$ cat src/rtl/srie_pkg.sv
// shared types, constants and helpers of the instruction executor
`timescale 1ns / 1ps
`default_nettype none

package srie_pkg;

  localparam int unsigned XLEN           = 32;
  localparam int unsigned NREGS          = 32;
  localparam int unsigned RIDX_W         = 5;
  localparam int unsigned SHAMT_W        = 13;
  localparam int unsigned JADDR_W        = 28;
  localparam int unsigned IMM_W          = 18;
  localparam int unsigned MADDR_W        = 10;
  localparam int unsigned QDEPTH         = 2;
  localparam int unsigned DATA_WORDS_DEF = 1024;

  typedef enum logic [3:0] {
    OP_ADD  = 4'd0,
    OP_SUB  = 4'd1,
    OP_MULI = 4'd2,
    OP_ADDI = 4'd3,
    OP_BNE  = 4'd4,
    OP_ANDI = 4'd5,
    OP_ORI  = 4'd6,
    OP_J    = 4'd7,
    OP_SLL  = 4'd8,
    OP_SRL  = 4'd9,
    OP_LW   = 4'd10,
    OP_SW   = 4'd11
  } op_e;

  typedef struct packed {
    op_e                op;
    logic               bad;
    logic               wr;
    logic               is_ld;
    logic               is_st;
    logic               use_ra;
    logic               use_rb;
    logic [RIDX_W-1:0]  rd;
    logic [RIDX_W-1:0]  ra;
    logic [RIDX_W-1:0]  rb;
    logic [XLEN-1:0]    imm;
    logic [SHAMT_W-1:0] shamt;
    logic [JADDR_W-1:0] jaddr;
  } dec_t;

  typedef struct packed {
    logic [XLEN-1:0]    next_pc;
    logic               reg_write;
    logic [RIDX_W-1:0]  dest_reg;
    logic [XLEN-1:0]    write_value;
    logic               mem_write;
    logic [MADDR_W-1:0] mem_address;
    logic [XLEN-1:0]    mem_data;
    logic               branch_taken;
    logic               bad_opcode;
  } res_t;

  // stages of the data address reduction
  function automatic int unsigned dmod_lat(input int unsigned words);
    return ((words & (words - 1)) == 0) ? 1 : 4;
  endfunction

endpackage

`default_nettype wire

$ cat src/rtl/srie_fifo.sv
// two-entry transaction queue
`timescale 1ns / 1ps
`default_nettype none

module srie_fifo import srie_pkg::*; #(
  parameter type T = logic
) (
  input  wire logic clk_i,
  input  wire logic rst_ni,
  input  wire logic push_i,
  input  wire T     data_i,
  output logic      full_o,
  input  wire logic pop_i,
  output T          data_o,
  output logic      empty_o
);

  localparam int unsigned PW = $clog2(QDEPTH);
  localparam int unsigned CW = $clog2(QDEPTH + 1);

  T              buf_q [QDEPTH];
  logic [PW-1:0] wp_q, rp_q;
  logic [CW-1:0] cnt_q;
  logic          do_push, do_pop;

  assign full_o  = (cnt_q == CW'(QDEPTH));
  assign empty_o = (cnt_q == '0);
  assign do_push = push_i && !full_o;
  assign do_pop  = pop_i && !empty_o;
  assign data_o  = buf_q[rp_q];

  always_ff @(posedge clk_i or negedge rst_ni) begin
    if (!rst_ni) begin
      wp_q  <= '0;
      rp_q  <= '0;
      cnt_q <= '0;
    end else begin
      if (do_push) begin
        wp_q <= (wp_q == PW'(QDEPTH - 1)) ? '0 : wp_q + 1'b1;
      end
      if (do_pop) begin
        rp_q <= (rp_q == PW'(QDEPTH - 1)) ? '0 : rp_q + 1'b1;
      end
      if (do_push && !do_pop) begin
        cnt_q <= cnt_q + 1'b1;
      end else if (do_pop && !do_push) begin
        cnt_q <= cnt_q - 1'b1;
      end
    end
  end

  always_ff @(posedge clk_i) begin
    if (do_push) begin
      buf_q[wp_q] <= data_i;
    end
  end

endmodule

`default_nettype wire

$ cat config.mk
export PLATFORM = sky130hd
export DESIGN_NAME = srie_fifo
export DESIGN_NICKNAME = d
export VERILOG_FILES = /design/src/rtl/srie_pkg.sv /design/src/rtl/srie_fifo.sv
export SDC_FILE = /design/constraint.sdc
export NUM_CORES = 1
export LEC_CHECK = 0
export ABC_CLOCK_PERIOD_IN_PS = 1500
export BUFFER_PORTS_ARGS = -buffer_cell sky130_fd_sc_hd__buf_2
export CAP_MARGIN = 5
export CORE_AREA = 2 2 39 41
export CTS_CLUSTER_SIZE = 16
export DETAILED_ROUTE_END_ITERATION = 7
export DIE_AREA = 0 0 41 43
export GPL_TIMING_DRIVEN = 0
export RECOVER_POWER = 100
export SETUP_SLACK_MARGIN = 0.05
export SYNTH_ARGS = -nofsm -noshare
export SYNTH_HDL_FRONTEND = slang
export SYNTH_SLANG_ARGS = --single-unit
$ cat constraint.sdc
create_clock -name clk_i -period 1.5 [get_ports clk_i]
set_input_delay 0.3 -clock clk_i [delete_from_list [all_inputs] [get_ports clk_i]]
set_output_delay 0.3 -clock clk_i [all_outputs]
set_load 0.005 [all_outputs]
Word-level counts from Yosys, hierarchy flattened
Memories as Yosys holds them, arrays and structs flattened. Index checks and enable logic that the tools add are counted. Widths: inputs -> output; s select.

Bits in registers: 4. Bits in writable memories: 2. Input bits: 5. Output and inout port bits: 3. Logic and storage cells: 25. Memories kept: 1.

Memory list: buf_q (depth 2, width 1, read ports 1, clocked after memory_dff 0, wr ports 1, line srie_fifo.sv:21) `T buf_q [QDEPTH];`.

Add/sub/neg operators: 4. Equal/unequal tests: 1. Muxes and demuxes: 6. Reduce and logical (&&, ||, !) cells: 10.

Operators with widths (count): $logic_and 1x1->1 (4); $logic_not 1->1 (4); $mux 1 (4); $mux 2 (2); $add 1x1->1 const B (2); $add 2x1->2 const B (1); $eq 2x2->1 const B (1); $logic_not 2->1 (1); $reduce_bool 2->1 (1); $sub 2x1->2 const B (1).

Longest topological paths before layout
Word-level depth: 7. Mapped depth: 7. Depth with buffers taken out: 7.

Worst setup path before layout
No wires, ideal clock.

Kind: register to register. Start point: register cnt_q[0]. End point: register cnt_q[1]. Setup time: 79 ps. Arrival: 1282 ps. Setup slack: 139 ps. Cell stages (with the launch flop): 7. Path buffers: 0. Cells stage by stage: dfrtp_1 > nand2b_1 > nand2_1 > inv_1 > ha_1 > nor2_1 > xor2_1.

Longest elaborated chain between the ends: 6. Elaborated cells between the ends (all ways): 15.

Ends and longest elaborated chain: start: declaration (line srie_fifo.sv:23) `logic [CW-1:0] cnt_q;`; start signal: assignment (line srie_fifo.sv:45) `cnt_q <= cnt_q + 1'b1;`; start signal: assignment (line srie_fifo.sv:47) `cnt_q <= cnt_q - 1'b1;`; $eq 2x2->1 or $logic_not 2->1 (tied branches) (line srie_fifo.sv:26, srie_fifo.sv:27); $logic_not 1->1 (on tied branches) (line srie_fifo.sv:28, srie_fifo.sv:29); $logic_and 1x1->1 (on tied branches) (line srie_fifo.sv:28, srie_fifo.sv:29); $logic_not 1->1 (on tied branches) (line srie_fifo.sv:46, srie_fifo.sv:44); $logic_and 1x1->1 (on tied branches) (line srie_fifo.sv:46, srie_fifo.sv:44); $reduce_bool 2->1 (no source line) or $mux 2 (tied branches).

Parallel ways exist; a longest one is shown, timed or not. The select of a mux whose other input is x is not followed. A chain may end at the register's enable or synchronous reset.

Final worst setup path
Start point: register rp_q. End point: output port data_o.

Longest elaborated chain between the ends: 1.

Ends and longest elaborated chain: start: declaration (line srie_fifo.sv:22) `logic [PW-1:0] wp_q, rp_q;`; start signal: assignment (line srie_fifo.sv:42) `rp_q <= (rp_q == PW'(QDEPTH - 1)) ? '0 : rp_q + 1'b1;`; $mem_v2 2x1; end: declaration (line srie_fifo.sv:14) `output T data_o,`.

No other way between the ends.

==> results.txt <==
status: finished, final reports clean
drt total wl: 453 um
# fillers: 162
# rows: 14
Final period util: 90.49%
Final WS setup: 0.1426 ns
Final setup viols: 0
max frequency: 0.7367 GHz
Top delay family on crit path: flip-flops
Yosys cell types: 12
Core ar.: 0.001384 mm2
Static Leak: 0.0001704 uW
residual DRC count: 0
Initial Util: 19.35%
clk sinks: 6
root buf cell: clkbuf_4
Worst R2R End: cnt_q[1]
vias in the first global route: 192
initial antenna violation count: 0
die width: 41 um
total number of vias: 191
Critical Path Source: rp_q
Clock Latency Late Sink: 0.25 ns
flops & latches, synth: 6
flop-to-flop setup slack: 0.15 ns
first-pass GRT wire length: 786 um
Crit Path Category: flop to output port
most common cell after layout, fill and taps aside: clkbuf_1
most frequent cells in the layout: 6 x clkbuf_1, 4 x dfrtp_1, 3 x nor2_1, 3 x xnor2_1, 3 x clkbuf_4
Detailed Route Iter0 Violations: 1
multi-input combinational cell area: 113.9 um2
Crit Path Max Fanout: 2
routed len/inst: 8.882 um
Worst path depth: 2
clock skew: 0.01144 ns
Area growth syn-to-layout: 39.72%
PwrDens: 2079 mW/mm2
CTS tree: built
Yosys warnings: 0
CP cell instances: mux2_2 > clkbuf_1
register area: 160.2 um2
Slew Limit Fails: 0
Pre-antenna DRT Iters: 2
Post-Route Setup TNS: 0 ns
RSZ-0062 raised after global routing: false
RePlAce Congestion: 0.7021
max-cap viol count: 0
Netlist Area Pre-Place: 267.8 um2
Setup crit end: data_o
# port buffers: 7
CTS H-Tree Depth: 1
final-report hold violation count: 0
critical path's largest stage delay: 0.37 ns
reg-to-reg startpoint: cnt_q[1]
Buffers & Inverters on Critical Path: 1
Worst EP required: 1.20 ns
worst-margin pin slew: 0.2190 ns
startpoint types: flop
clk buf depth: 2
crit end category: output port
share of layout cells above drive strength 1: 28.57%
DRT antenna net count: 0
nets@finish: 42
vias per inst: 3.745
# diodes: 0
Top Ports: 8
Seq/Total Area, Yosys: 59.81%
critical path's slowest cell: dfrtp_1
CTS Buf Count: 3
total grt overflow: 0
synthesized instance count: 22
maximum vdd drop: 0.6670 mV
Reg clk slew, reported paths: 0.05 ns
type of the tightest min-delay check: input port to flop
R2R cell count: 7
largest net degree at the start of global routing: 5
post-synth net total: 28
die footprint: 0.001763 mm2
worst hold path depth: 1
Worst EP arrival: 1.06 ns
gr usage total: 7.599%
syn_area_per_cell: 12.17 um2
Max-slew headroom: 85.40%
Vert. Die Dim: 43 um
Placement Setup Slack: 0.01221 ns
fin crit period: 1.357 ns
Final HPWL DP: 350.9 um
## registers in the layout (all words and copies together), names as in the netlist
register / cells
buf_q: 2
cnt_q: 2
rp_q: 1
wp_q: 1
## power breakdown
group          switching [uW]  leakage, uW  internal [uW]
Combinational             144    0.0000902            171
Sequential               58.3    0.0000652            246
Clock                    58.0    0.0000150            101
## worst min-delay path by stage
stage                     to  slack, ns   start
floorplan           cnt_q[0]      0.004  rst_ni
global placement        rp_q       0.11  rst_ni
detailed placement      rp_q       0.11  rst_ni
CTS                 buf_q[0]       0.24  data_i
global route        buf_q[1]       0.26  data_i
finish              buf_q[1]       0.27  data_i
## layer usage
| layer | wire, um | up-vias | global-route usage [%] |
|---|---|---|---|
| li1 | - | 96 | - |
| met2 | 228 | 7 | 9.063 |
| met5 | 0 | - | 0 |
| met3 | 54 | 0 | 9.424 |
| met4 | 0 | 0 | 2.000 |
| met1 | 170 | 88 | 8.278 |
## worst register-to-register path, cell delays in order, from the launching register on
cell	delay (ns)
dfrtp_1	0.45
nand2b_4	0.09
nand2_2	0.10
inv_1	0.05
ha_1	0.18
xor2_1	0.14
nor2_1	0.11
xor2_1	0.16
## through the flow
stage               cell area [um2]  power [uW]  util (%)  instances  hold WS (ns)
floorplan                     267.8       490.6         -         22      0.004409
global placement              322.8       564.0     23.33         45        0.1107
detailed placement            322.8       576.3     23.33         45        0.1109
CTS                           366.6       770.0     26.49         51        0.2365
global route                  374.1       859.3     27.03         51        0.2568
finish                        374.1       777.7     27.03         51        0.2687
## area by class of cell
cell class                      count  share of cell area (%)
Sequential cell                     6                   42.81
Multi-Input combinational cell     14                   30.43
Timing Repair Buffer                9                   12.37
Clock buffer                        4                   7.023
Tap cell                           16                   5.351
Inverter                            2                   2.007
## logic make-up (layout without fill, tap and decap cells)
| family | Yosys count | in the layout | synth area share (%) |
|---|---|---|---|
| adders and majority gates | 1 | 1 | 4.672 |
| and+or+nand+nor | 6 | 6 | 10.28 |
| muxes | 1 | 1 | 4.205 |
| DFF | 6 | 6 | 59.82 |
| AOI/OAI and AO/OA | 1 | 1 | 1.867 |
| buffers and inverters | 2 | 15 | 2.805 |
| xor gates and xnor gates | 5 | 5 | 16.36 |
## timing repair
action / 4_1_cts / 5_1_grt
setup buffers: 1 / 0
setup endpoints to repair: 1 / 1
gates resized for setup: 0 / 4
hold endpoints to repair: 4 / 0
hold buffers: 1 / 0
## Yosys cell counts (all sizes together)
cell type	instances	share of area [%]
dfrtp	4	37
nand2b	1	2.3
nor2	3	4.2
xor2	2	6.5
edfxtp	2	22
ha	1	4.7
and3	1	2.3
o21ai	1	1.9
inv	2	2.8
mux2	1	4.2
xnor2	3	9.8
nand2	1	1.4
No activity file was read; power rests on OpenSTA's default activity.
