### src/rtl/srie_pkg.sv
// shared types, constants and helpers of the instruction executor
`timescale 1ns / 1ps
`default_nettype none

package srie_pkg;

  localparam int unsigned XLEN           = 32;
  localparam int unsigned NREGS          = 32;
  localparam int unsigned RIDX_W         = 5;
  localparam int unsigned SHAMT_W        = 13;
  localparam int unsigned JADDR_W        = 28;
  localparam int unsigned IMM_W          = 18;
  localparam int unsigned MADDR_W        = 10;
  localparam int unsigned QDEPTH         = 2;
  localparam int unsigned DATA_WORDS_DEF = 1024;

  typedef enum logic [3:0] {
    OP_ADD  = 4'd0,
    OP_SUB  = 4'd1,
    OP_MULI = 4'd2,
    OP_ADDI = 4'd3,
    OP_BNE  = 4'd4,
    OP_ANDI = 4'd5,
    OP_ORI  = 4'd6,
    OP_J    = 4'd7,
    OP_SLL  = 4'd8,
    OP_SRL  = 4'd9,
    OP_LW   = 4'd10,
    OP_SW   = 4'd11
  } op_e;

  typedef struct packed {
    op_e                op;
    logic               bad;
    logic               wr;
    logic               is_ld;
    logic               is_st;
    logic               use_ra;
    logic               use_rb;
    logic [RIDX_W-1:0]  rd;
    logic [RIDX_W-1:0]  ra;
    logic [RIDX_W-1:0]  rb;
    logic [XLEN-1:0]    imm;
    logic [SHAMT_W-1:0] shamt;
    logic [JADDR_W-1:0] jaddr;
  } dec_t;

  typedef struct packed {
    logic [XLEN-1:0]    next_pc;
    logic               reg_write;
    logic [RIDX_W-1:0]  dest_reg;
    logic [XLEN-1:0]    write_value;
    logic               mem_write;
    logic [MADDR_W-1:0] mem_address;
    logic [XLEN-1:0]    mem_data;
    logic               branch_taken;
    logic               bad_opcode;
  } res_t;

  // stages of the data address reduction
  function automatic int unsigned dmod_lat(input int unsigned words);
    return ((words & (words - 1)) == 0) ? 1 : 4;
  endfunction

endpackage

`default_nettype wire

### src/rtl/srie_fifo.sv
// two-entry transaction queue
`timescale 1ns / 1ps
`default_nettype none

module srie_fifo import srie_pkg::*; #(
  parameter type T = logic
) (
  input  wire logic clk_i,
  input  wire logic rst_ni,
  input  wire logic push_i,
  input  wire T     data_i,
  output logic      full_o,
  input  wire logic pop_i,
  output T          data_o,
  output logic      empty_o
);

  localparam int unsigned PW = $clog2(QDEPTH);
  localparam int unsigned CW = $clog2(QDEPTH + 1);

  T              buf_q [QDEPTH];
  logic [PW-1:0] wp_q, rp_q;
  logic [CW-1:0] cnt_q;
  logic          do_push, do_pop;

  assign full_o  = (cnt_q == CW'(QDEPTH));
  assign empty_o = (cnt_q == '0);
  assign do_push = push_i && !full_o;
  assign do_pop  = pop_i && !empty_o;
  assign data_o  = buf_q[rp_q];

  always_ff @(posedge clk_i or negedge rst_ni) begin
    if (!rst_ni) begin
      wp_q  <= '0;
      rp_q  <= '0;
      cnt_q <= '0;
    end else begin
      if (do_push) begin
        wp_q <= (wp_q == PW'(QDEPTH - 1)) ? '0 : wp_q + 1'b1;
      end
      if (do_pop) begin
        rp_q <= (rp_q == PW'(QDEPTH - 1)) ? '0 : rp_q + 1'b1;
      end
      if (do_push && !do_pop) begin
        cnt_q <= cnt_q + 1'b1;
      end else if (do_pop && !do_push) begin
        cnt_q <= cnt_q - 1'b1;
      end
    end
  end

  always_ff @(posedge clk_i) begin
    if (do_push) begin
      buf_q[wp_q] <= data_i;
    end
  end

endmodule

`default_nettype wire

### src/rtl/srie_front.sv
// front end: instruction decode and decoupling queue
`timescale 1ns / 1ps
`default_nettype none

module srie_front import srie_pkg::*; (
  input  wire logic            clk_i,
  input  wire logic            rst_ni,
  input  wire logic            push_i,
  input  wire logic [XLEN-1:0] instr_i,
  input  wire logic            hold_i,
  output logic                 full_o,
  input  wire logic            pop_i,
  output dec_t                 head_o,
  output logic                 empty_o
);

  logic [3:0] opc;
  logic       writes;
  logic       q_full;
  dec_t       dec;

  assign opc = instr_i[31:28];

  always_comb begin
    writes     = 1'b0;
    dec        = '0;
    dec.op     = op_e'(opc);
    dec.rd     = instr_i[27:23];
    dec.ra     = instr_i[22:18];
    dec.rb     = instr_i[27:23];
    dec.imm    = {{(XLEN - IMM_W){instr_i[IMM_W-1]}}, instr_i[IMM_W-1:0]};
    dec.shamt  = instr_i[SHAMT_W-1:0];
    dec.jaddr  = instr_i[JADDR_W-1:0];
    case (opc)
      OP_ADD, OP_SUB: begin
        writes     = 1'b1;
        dec.use_ra = 1'b1;
        dec.use_rb = 1'b1;
        dec.rb     = instr_i[17:13];
      end
      OP_MULI, OP_ADDI, OP_ANDI, OP_ORI, OP_SLL, OP_SRL: begin
        writes     = 1'b1;
        dec.use_ra = 1'b1;
      end
      OP_LW: begin
        writes     = 1'b1;
        dec.is_ld  = 1'b1;
        dec.use_ra = 1'b1;
      end
      OP_BNE: begin
        dec.use_ra = 1'b1;
        dec.use_rb = 1'b1;
      end
      OP_SW: begin
        dec.is_st  = 1'b1;
        dec.use_ra = 1'b1;
        dec.use_rb = 1'b1;
      end
      OP_J: begin
        writes = 1'b0;
      end
      default: begin
        dec.op  = OP_ADD;
        dec.bad = 1'b1;
      end
    endcase
    // r0 is never written
    dec.wr = writes && (dec.rd != '0);
  end

  assign full_o = q_full || hold_i;

  srie_fifo #(.T(dec_t)) u_dq (
    .clk_i   (clk_i),
    .rst_ni  (rst_ni),
    .push_i  (push_i && !full_o),
    .data_i  (dec),
    .full_o  (q_full),
    .pop_i   (pop_i),
    .data_o  (head_o),
    .empty_o (empty_o)
  );

endmodule

`default_nettype wire

### config.mk
export PLATFORM = sky130hd
export DESIGN_NAME = srie_front
export DESIGN_NICKNAME = d
export VERILOG_FILES = /design/src/rtl/srie_pkg.sv /design/src/rtl/srie_fifo.sv /design/src/rtl/srie_front.sv
export SDC_FILE = /design/constraint.sdc
export NUM_CORES = 1
export LEC_CHECK = 0
export ABC_AREA = 1
export BUFFER_PORTS_ARGS = -buffer_cell sky130_fd_sc_hd__buf_2
export CORE_MARGIN = 2
export CORE_UTILIZATION = 50
export CTS_CLUSTER_SIZE = 12
export DETAILED_ROUTE_END_ITERATION = 8
export GPL_TIMING_DRIVEN = 0
export PLACE_DENSITY = 0.8
export SLEW_MARGIN = 10
export SYNTH_ARGS = -nofsm -noshare
export SYNTH_HDL_FRONTEND = slang
export SYNTH_SLANG_ARGS = --single-unit
### constraint.sdc
create_clock -name clk_i -period 4 [get_ports clk_i]
set_clock_uncertainty 0.2 [all_clocks]
set_input_delay 0.8 -clock clk_i [delete_from_list [all_inputs] [get_ports clk_i]]
set_output_delay 0.8 -clock clk_i [all_outputs]
set_load 0.1 [all_outputs]
; ---- Yosys cells after proc, flatten, opt, wreduce, memory -nomap -nowiden
; Memory sizes are Yosys's and may differ from the RTL's.
; Index checks and enable logic that the tools add are counted.
[word_totals]
inputBits = 37
register_bits = 4
memories = 1
ram_bits = 196
output_inout_bits = 100
[memory_table]
columns = memory, depth, width, rd, rd_ports_with_merged_regs, wr, line_no
row1 = u_dq.buf_q, 2, 98, 1, 0, 1, srie_fifo.sv:21  ; T buf_q [QDEPTH];
[op_classes]
n_mux = 13
reduce_logical = 21
n_eq_ne = 12
addsub = 4
[op_table]
columns = operator, count
row1 = $eq A4 B3 Y1 const B, 4
row2 = $eq A4 B4 Y1 const B, 4
row3 = $reduce_or A12 Y1, 1
row4 = $reduce_or A11 Y1, 1
row5 = $mux W5, 2
row6 = $mux W1, 9
row7 = $reduce_or A9 Y1, 1
row8 = $eq A4 B2 Y1 const B, 2
row9 = $logic_and A1 B1 Y1, 6
row10 = $logic_not A1 Y1, 5
row11 = $reduce_bool A5 Y1, 1
row12 = $eq A4 B1 Y1 const B, 1
row13 = $logic_not A4 Y1, 1
row14 = $mux W2, 2
row15 = $reduce_or A4 Y1, 1
row16 = $add A1 B1 Y1 const B, 2
row17 = $add A2 B1 Y2 const B, 1
row18 = $eq A2 B2 Y1 const B, 1
row19 = $logic_not A2 Y1, 1
row20 = $reduce_bool A2 Y1, 1
row21 = $reduce_or A2 Y1, 1
row22 = $sub A2 B1 Y2 const B, 1
row23 = $logic_or A1 B1 Y1, 1

; ---- Logic depth before layout (Yosys ltp)
[logic_depth]
word_depth = 9
ltp_mapped = 10

; ---- By module
; A second synthesis with hierarchy kept.
[unflattened]
hier_cells = 592
area_unflattened_um2 = 7572.3
[by_module_without_submodules]
columns = mod, cells_per_inst, area_each_um2, seq_area_each_um2, n_inst
row1 = srie_fifo, 543, 7345.8, 5985.7, 1
row2 = srie_front, 49, 226.5, 0.0, 1

; ---- Worst setup path after synthesis
; Ideal clock, no wire load.
[synth_path]
kind = input to register
start = input port hold_i
end = memory u_dq.buf_q[1][41] (netlist bit) (enable)
n_path_buf = 0
setup_slack_ns = 0.567
t_arrival_ns = 2.790
path_stages = 3
setup_time_ns = 0.443
path_cell_list = inv_1 -> nand3_2 -> nor2_1
[synth_between]
elab_chain_len = 6
[synth_rtl]
columns = element, line_no
row1 = start: declaration, srie_front.sv:10  ; input wire logic hold_i,
row2 = $logic_or A1 B1 Y1, srie_front.sv:71  ; assign full_o = q_full || hold_i;
row3 = $logic_not A1 Y1, srie_front.sv:76  ; .push_i (push_i && !full_o),
row4 = $logic_and A1 B1 Y1, srie_front.sv:76
row5 = $logic_and A1 B1 Y1, srie_fifo.sv:28  ; assign do_push = push_i && !full_o;
row6 = $mux W1, srie_fifo.sv:53  ; if (do_push) begin
row7 = $mux W1 (not written as such), srie_fifo.sv:54  ; buf_q[wp_q] <= data_i;
row8 = end: declaration, srie_fifo.sv:21
; No other way between the ends.

==> impl_metrics.env <==
export IMPL_status="completed"
export IMPL_drtIter0Drc=96
export IMPL_grt_max_degree=24
export IMPL_multi_input_area_sq_um=751
export IMPL_nFillCells=614
export IMPL_synth_area_sq_mm=0.00401
export IMPL_tritoncts="done"
export IMPL_cts_resized=0
export IMPL_synth_edf_count=86
export IMPL_post_dp_cell_area_sq_mm=0.00488
export IMPL_rsz0062_at_grt="no"
export IMPL_diodes=0
export IMPL_fin_hold_ws_ps=37.3
export IMPL_yosys_register_bits=90
export IMPL_seqCellArea_sq_mm=0.00268
export IMPL_endpoint_kind="output pin"
export IMPL_cp_required_ps=3000
export IMPL_dp_cells=596
export IMPL_die_area_sq_mm=0.00875
export IMPL_die_h_um=93.5
export IMPL_syn_num_nets=394
export IMPL_max_freq_ghz=0.312
export IMPL_critical_path_class="reg -> out"
export IMPL_wl_mm=7.58
export IMPL_async_reset_ff_share_pct=4.44
export IMPL_grt_first_pass_wirelength_mm=11.6
export IMPL_rows=32
export IMPL_clk_latency_ps=350
export IMPL_maxCapViolCount=0
export IMPL_max_slew_margin_pct=55.6
export IMPL_hp_class="in -> async"
export IMPL_postSynthCellCount=356
export IMPL_via_count=2754
export IMPL_cts_sinks=90
export IMPL_cts_clk_slew_worst_paths_ps=80
export IMPL_core_sq_mm=0.00773
export IMPL_finalCritPeriodShare_pct=80.2
export IMPL_grt_overflow=0
export IMPL_layout_common_cells="nand2_1 (148), buf_2 (140), edfxtp_1 (86)"
export IMPL_dominantRegCellSynth="edfxtp_1"
export IMPL_fin_cells=612
export IMPL_stdcell_area_sq_mm=0.00505
export IMPL_hold_buffers=0
export IMPL_cts_buffers=9
export IMPL_route_detailed_drc=0
export IMPL_crit_fanout=16
export IMPL_slew_viol_final=0
export IMPL_period_needed_ps=3210
export IMPL_die_w_um=93.5
export IMPL_cts_setup_buffers=0
export IMPL_initial_core_util_pct=51.9
export IMPL_drive_gt1_share_pct=45.1
export IMPL_htree_levels=3
export IMPL_ys_types=23
export IMPL_gp_congestion=0.734
export IMPL_wl_per_cell_um=12.4
export IMPL_pin_count=137
export IMPL_ys_warn_count=0
export IMPL_worstMarginPinSlew_ps=664
export IMPL_port_buffers=136
export IMPL_finalSetupViolations=0
export IMPL_clockBufferDepth=2
export IMPL_clock_root_buffer="clkbuf_8"
export IMPL_via_per_inst=4.50
export IMPL_postRouteAntennaNets=0
export IMPL_hpwl_mm=5.55
export IMPL_grt_pass1_vias=2545
export IMPL_firstDrtPassIters=4
export IMPL_nets=543
export IMPL_area_delta_synth_final_pct=26.0
export IMPL_cp_data_arrival_time_ps=2210
export IMPL_mostFrequentLayoutCell="nand2_1"
export IMPL_track_usage_pct=17.6
export IMPL_crit_path_start_kind="flip-flop"
export IMPL_grt_antenna_before_repair=0
export IMPL_yosysSeqAreaShare_pct=66.9
export IMPL_fin_util_pct=65.3
export IMPL_synth_avg_cell_area_sq_um=11.3
export IMPL_hold_viol_final=0
==> metrics by stage <==
step | worst slack (ps) | setup TNS (ps)
final | 791 | 0
after global routing | 644 | 0
after CTS | 745 | 0
after detailed placement | 1140 | 0
after global placement | -495 | -21210
after floorplan | 567 | 0
==> area by class of cell <==
cell class	instances	share of cell area, %
flip-flops and latches	90	53.1
multi-input cells	179	14.9
repair buffers	138	14.6
plain buffers	65	9.84
clock buffers	10	2.53
well taps	102	2.53
inverters	22	1.69
clock inverters	6	0.843
==> per-layer routing <==
metal	wire (um)	up-vias	global-route usage (%)	part of all wire, %
met3	459	8	3.38	6.1
met1	3070	1270	20.1	40
met2	3940	79	32.2	52
met4	116	0	7.11	1.5
li1	-	1397	-	-
met5	0	-	0	0
==> cells in the mapped netlist, drive strengths merged, types with 2 or more instances <==
cell type,n,share of area [%]
a21oi,2,0.44
buf,65,12
dfrtp,4,2.5
edfxtp,86,64
inv,22,2.1
nand2,149,14
nand3,4,0.75
nand4,2,0.31
nor2,12,1.3
o21ai,6,0.84
==> registers in the layout, summed over array words and instances (netlist names) <==
name,cells
u_dq.cnt_q,2
u_dq.rp_q,1
u_dq.wp_q,1
u_dq.buf_q,86
==> cell families after synthesis <==
kind of cell | after synthesis | share of synthesized area [%]
buffers and inverters | 87 | 14.5
AOI/OAI and AO/OA | 8 | 1.28
xor gates and xnor gates | 2 | 0.437
adders and majority gates | 1 | 0.312
and+or+nand+nor | 168 | 16.5
DFF | 90 | 66.9
==> critical path: stages (launching register included) <==
cell     delay, ps
dfrtp_1        370
buf_4          170
inv_4          130
buf_6          160
nand2_1         60
nand2_1        360
buf_4          190
buf_2          420
==> worst paths after layout <==
kind	startpoint	endpoint	slack, ps	cells past startpoint
setup / recovery	u_dq.rp_q	head_o[63]	790	7
hold / removal	rst_ni	u_dq.cnt_q[1]	40	1
setup reg to reg	u_dq.cnt_q[0]	u_dq.buf_q[1][88]	1980	5
hold reg to reg	u_dq.wp_q	u_dq.wp_q	290	2
max in group asynchronous	rst_ni	u_dq.wp_q	3440	1
min in group clk_i	u_dq.wp_q	u_dq.wp_q	290	2
Power is not shown: default switching activity piles up to over one toggle a cycle in this logic, so the estimate is an artifact.
